--- src/rtl/mvm_ram.sv ---
// ----------------------------------------------------------------------------
// mvm_ram
// Simple dual-port RAM: one write port, one read port with registered data.
// ----------------------------------------------------------------------------
module mvm_ram #(
  parameter int unsigned Width = 32,
  parameter int unsigned Depth = 64
) (
  input  logic                     clk_i,
  input  logic                     we_i,
  input  logic [$clog2(Depth)-1:0] waddr_i,
  input  logic [Width-1:0]         wdata_i,
  input  logic [$clog2(Depth)-1:0] raddr_i,
  output logic [Width-1:0]         rdata_o
);

  logic [Width-1:0] mem_q [Depth];
  logic [Width-1:0] rdata_q;

  always_ff @(posedge clk_i) begin
    if (we_i) begin
      mem_q[waddr_i] <= wdata_i;
    end
    rdata_q <= mem_q[raddr_i];
  end

  assign rdata_o = rdata_q;

endmodule

--- config.mk ---
export PLATFORM = sky130hd
export DESIGN_NAME = mvm_ram
export DESIGN_NICKNAME = d
export VERILOG_FILES = /design/src/rtl/mvm_ram.sv
export SDC_FILE = /design/constraint.sdc
export NUM_CORES = 2
export LEC_CHECK = 0
export BUFFER_PORTS_ARGS = -buffer_cell sky130_fd_sc_hd__buf_2
export CORE_MARGIN = 1.5
export CORE_UTILIZATION = 30
export DETAILED_ROUTE_END_ITERATION = 10
export RECOVER_POWER = 50
export SYNTH_ARGS = -nofsm -noshare
export SYNTH_HDL_FRONTEND = slang
export SYNTH_SLANG_ARGS = --single-unit
--- constraint.sdc ---
create_clock -name clk_i -period 3.82 [get_ports clk_i]
set_input_delay 0.573 -clock clk_i [delete_from_list [all_inputs] [get_ports clk_i]]
set_output_delay 0.573 -clock clk_i [all_outputs]
set_load 0.05 [all_outputs]
-- Yosys cells after proc, flatten, opt, wreduce, memory -nomap -nowiden
Memory sizes are Yosys's and may differ from the RTL's. A register that Yosys moved wholly into a read port is not among the register bits.
Index checks and enable logic that the tools add are counted.
- bits in registers: 0
- RAM bits: 2048
- input port bits: 46
- output and inout bits: 32
- word-level logic and storage cells: 3
- memories kept: 1
- memory list (memory ; depth ; width ; read ports ; clocked after memory_dff ; wr ports ; RTL line ; text):
    mem_q ; 64 ; 32 ; 1 ; 1 ; 1 ; 17 ; logic [Width-1:0] mem_q [Depth];
- multiplexer cells: 2
- operators with widths (operator ; number):
    $mux 1 ; 2

-- Logic depth before layout (Yosys ltp)
- word-level depth: 2
- mapped depth: 10

-- Least setup slack after synthesis
No wires, ideal clock.
- path type: input to register
- from: in waddr_i[3]
- to: mem mem_q[48][0] (enable)
- library setup time: 0.461 ns
- arrival: 3.272 ns
- required time: 3.359 ns
- slack: 0.087 ns
- cell stages on the path: 4
- path buffers: 1
- cells stage by stage: clkbuf_1 > nor2b_1 > nand4b_1 > nor3_1
- RTL lines (what ; RTL line ; text):
    start: declaration ; 11 ; input logic [$clog2(Depth)-1:0] waddr_i,
    end: declaration ; 17 ;
No word-level cell before the write port.

==> impl_summary.txt <==
----------------------------------------------------
[Run status]
  Run status ... finished with violations
  Failing checks ... capacitance limit, slew limit

[Critical path]
  Data required time at the worst endpoint ... around 4.5 ns
  Largest stage delay on the critical path ... around 0.70 ns
  Most used cell along the critical path ... sky130_fd_sc_hd__mux4_2
  Buffers & Inverters on Critical Path ... 2
  Cell count along the critical path ... 6
  Setup crit start kind ... input pin
  Slowest library cell on the worst path ... sky130_fd_sc_hd__o22ai_1
  Endpoint class of the critical path ... flop
  Ordered cell list for the critical path ... buf_8 -> buf_4 -> mux4_2 -> mux4_2 -> o22ai_1 -> nor2_1
  Category of cells accounting for the largest share of critical-path delay ... buffers and inverters
  Depth of the worst register-to-register path ... 4
  Worst Setup Path Type ... in2reg
  Arrival time at the worst endpoint ... around 3.6 ns
  Critical path fanouts, max ... 56

[Route]
  Post-detailed-route count of antenna-violating nets ... 0
  Routed wirelength normalized by instance count ... roughly 28 um
  DR pass1 iterations ... 5
  Total Routed Length ... roughly 210 mm
  Vias after detailed routing ... roughly 37000
  Remaining design rule violation count ... 0
  Drt initial violations ... around 4400
  Routed vias/inst ... 5.079

[Timing]
  Final critical delay including setup and external delays ... 2.903 ns
  Post-route clock period utilization ... between 70% and 80%
  Pins Over Slew Limit ... around 1800
  Slew of the pin with the lowest slew margin ... 3.123 ns
  Worst setup margin ... roughly 0.9 ns
  Final setup viols ... 0
  Post-route clock skew ... ~0.07 ns
  Relative max-transition margin ... -108.2%
  F_max ... between 300 and 400 MHz
  Number of hold violations in the final report ... 0
  RSZ-0062 raised after global routing ... false

[Synthesis]
  Sequential cell area fraction in the yosys report ... around four fifths
  Synth Area per Inst ... 23.62 um^2
  Synth cell types ... 34
  Syn. warnings ... 0
  Yosys reg bits ... 2080
  Cells after synthesis ... 3324
  Netlist area before placement ... around 79000 um^2
  Net count of the mapped netlist ... ~3400

[Finish]
  Layout area overhead ... 16.83%
  Final Net Count ... 3700
  Fin cells ... ~7300
  Fin util ... 35.29%
  Ratio of cells with drive above 1 in the final layout ... 30.32%
  Top library cells by usage in the layout, fill and taps aside ... sky130_fd_sc_hd__edfxtp_1 (2048), sky130_fd_sc_hd__mux4_2 (544), sky130_fd_sc_hd__clkbuf_16 (207)
  Most frequent standard cell in the layout excluding fill and tap cells ... sky130_fd_sc_hd__edfxtp_1

[Clock network]
  Number of sinks handled by clock tree synthesis ... 2080
  Clock buffers created by TritonCTS ... slightly above 200
  Post-cts hold buffer count ... 0
  Clock-pin transition on the worst setup and hold timing paths ... about 0.06 ns
  Quantity of gates resized following cts ... 0
  Root cell of the clock tree ... sky130_fd_sc_hd__clkbuf_16
  Maximum clock path buffer count ... 3
  Number of buffers inserted by post-CTS setup repair ... 0
  Clock network latency to the later pin of the worst-skew pair ... ~0.85 ns
  Clock tree from TritonCTS ... built
  Number of H-tree levels ... 4

[Run]
  Number of maximum-capacitance violations ... 32

[GRT]
  First-pass GRT wire length ... 293.1 mm
  Global-route congestion overflow total ... 0
  Number of antenna violations at the first check in global routing ... 25
  Largest net degree at the start of global routing ... 65
  Vias in the first global route ... approximately 38000
  GRT Overall Usage ... between 10% and 20%

[Pwr]
  Leak pwr ... between 0.02 and 0.03 uW
  Power per cell area ... about 520 nW/um^2
  Maximum resistive drop on vdd ... ~0.49 mV

[Placed design]
  Cells after DPL ... approximately 6900
  Hpwl dp ... between 100 and 150 mm
  Worst slack, placed ... ~0.00063 ns
  Final GP Congestion ... ~0.80
  Number of buffers added on ports ... 77

[Worst hold path]
  Hold crit path type ... in2reg
  Worst hold path stage count ... 3

[Floorplan]
  Core area ... approximately 260000 um^2
  Width of the chip ... approximately 510 um
  Initial Utilization ... about 30%
  Total Die Area ... between 200000 and 300000 um^2
  Row cnt ... approximately 190
  Vertical die dimension ... between 500 and 600 um
  Top-level I/O count ... 78

----------------------------------------------------
==> registers in the layout (all words and copies together) (netlist names) <==
signal   cells
mem_q     2048
rdata_o     32
==> where the power goes <==
part	switching, uW	internal [uW]	leakage (uW)
combinational	1630	894	0.00612
sequential	116	25300	0.0187
clock	8700	11100	0.00325
==> area by class of cell <==
| type | instances | area, um^2 |
|---|---|---|
| tap | 3496 | 4374 |
| antenna | 17 | 42.54 |
| sequential | 2080 | 62140 |
| multi-input combinational | 1062 | 15940 |
| clock inverter | 106 | 1026 |
| fill | 23640 | 168200 |
| clock buffer | 281 | 5658 |
| timing repair buffer | 304 | 2552 |
==> metrics by stage <==
stage	total power, uW	instance area, um^2	hold WS (ns)	TNS [ns]
2_1_floorplan	27200	78520	0.6632	0
5_1_grt	49120	91710	0.3176	0
4_1_cts	48120	91830	0.2450	0
3_3_place_gp	28420	85150	0.7442	-0.0009701
6_report	47760	91730	0.3507	0
3_5_place_dp	28450	85150	0.7403	0
==> path summary, 6_finish.rpt <==
path / slack (ns) / start / to
max: 0.92 / raddr_i[1] / rdata_o[18]$_DFF_P_
min: 0.35 / waddr_i[2] / mem_q[54][5]$_DFFE_PP_
max reg2reg: 1.38 / mem_q[13][18]$_DFFE_PP_ / rdata_o[18]$_DFF_P_
min reg2reg: 0.74 / mem_q[28][20]$_DFFE_PP_ / rdata_o[20]$_DFF_P_
==> cells in the mapped netlist (all sizes together) <==
library cell     n  share of area (%)
nor2b           15               0.12
and3             4              0.032
or3              3              0.024
edfxtp        2048                 78
dfxtp           32               0.82
nor2           137               0.65
and2             2              0.016
nor3             7              0.045
nand4            2              0.016
buf            108               0.77
mux4           544                 16
or2              3              0.024
a21oi           62               0.40
a31oi            1             0.0080
nand3            5              0.032
nand3b           5              0.048
or3b             5              0.056
nand4b           1              0.011
o22ai           84               0.67
mux2i           93                1.2
a22oi           12               0.11
a311oi           8              0.089
o32ai            4              0.045
nand2b           8              0.064
a41o             4              0.051
o221ai          27               0.30
nand2           26               0.12
clkbuf          74               0.35
==> cells by family (layout without fill, tap and decap cells) <==
kind of cell	count (synthesis)	in the layout	share of synthesized area [%]
AOI/OAI and AO/OA	202	202	1.673
and+or+nand+nor	223	223	1.265
DFF	2080	2080	79.14
other	0	17	0
buffers and inverters	182	691	1.128
muxes	637	637	16.79
==> layer usage <==
| layer | routed length [um] | global-route usage [%] | vias up |
|---|---|---|---|
| li1 | - | - | 14960 |
| met1 | 86570 | 21.60 | 20460 |
| met2 | 98290 | 24.66 | 1559 |
| met3 | 17060 | 3.217 | 320 |
| met4 | 6947 | 5.418 | 6 |
| met5 | 33 | 0 | - |
==> worst reg2reg max path: cells and delay by family (launching register included) <==
family	cells	cell delay [ns]
multiplexers	2	0.95
AO/OA/AOI/OAI	1	0.70
flip-flops	1	0.36
AND/OR/NAND/NOR	1	0.24
No activity file was read; power rests on OpenSTA's default activity.
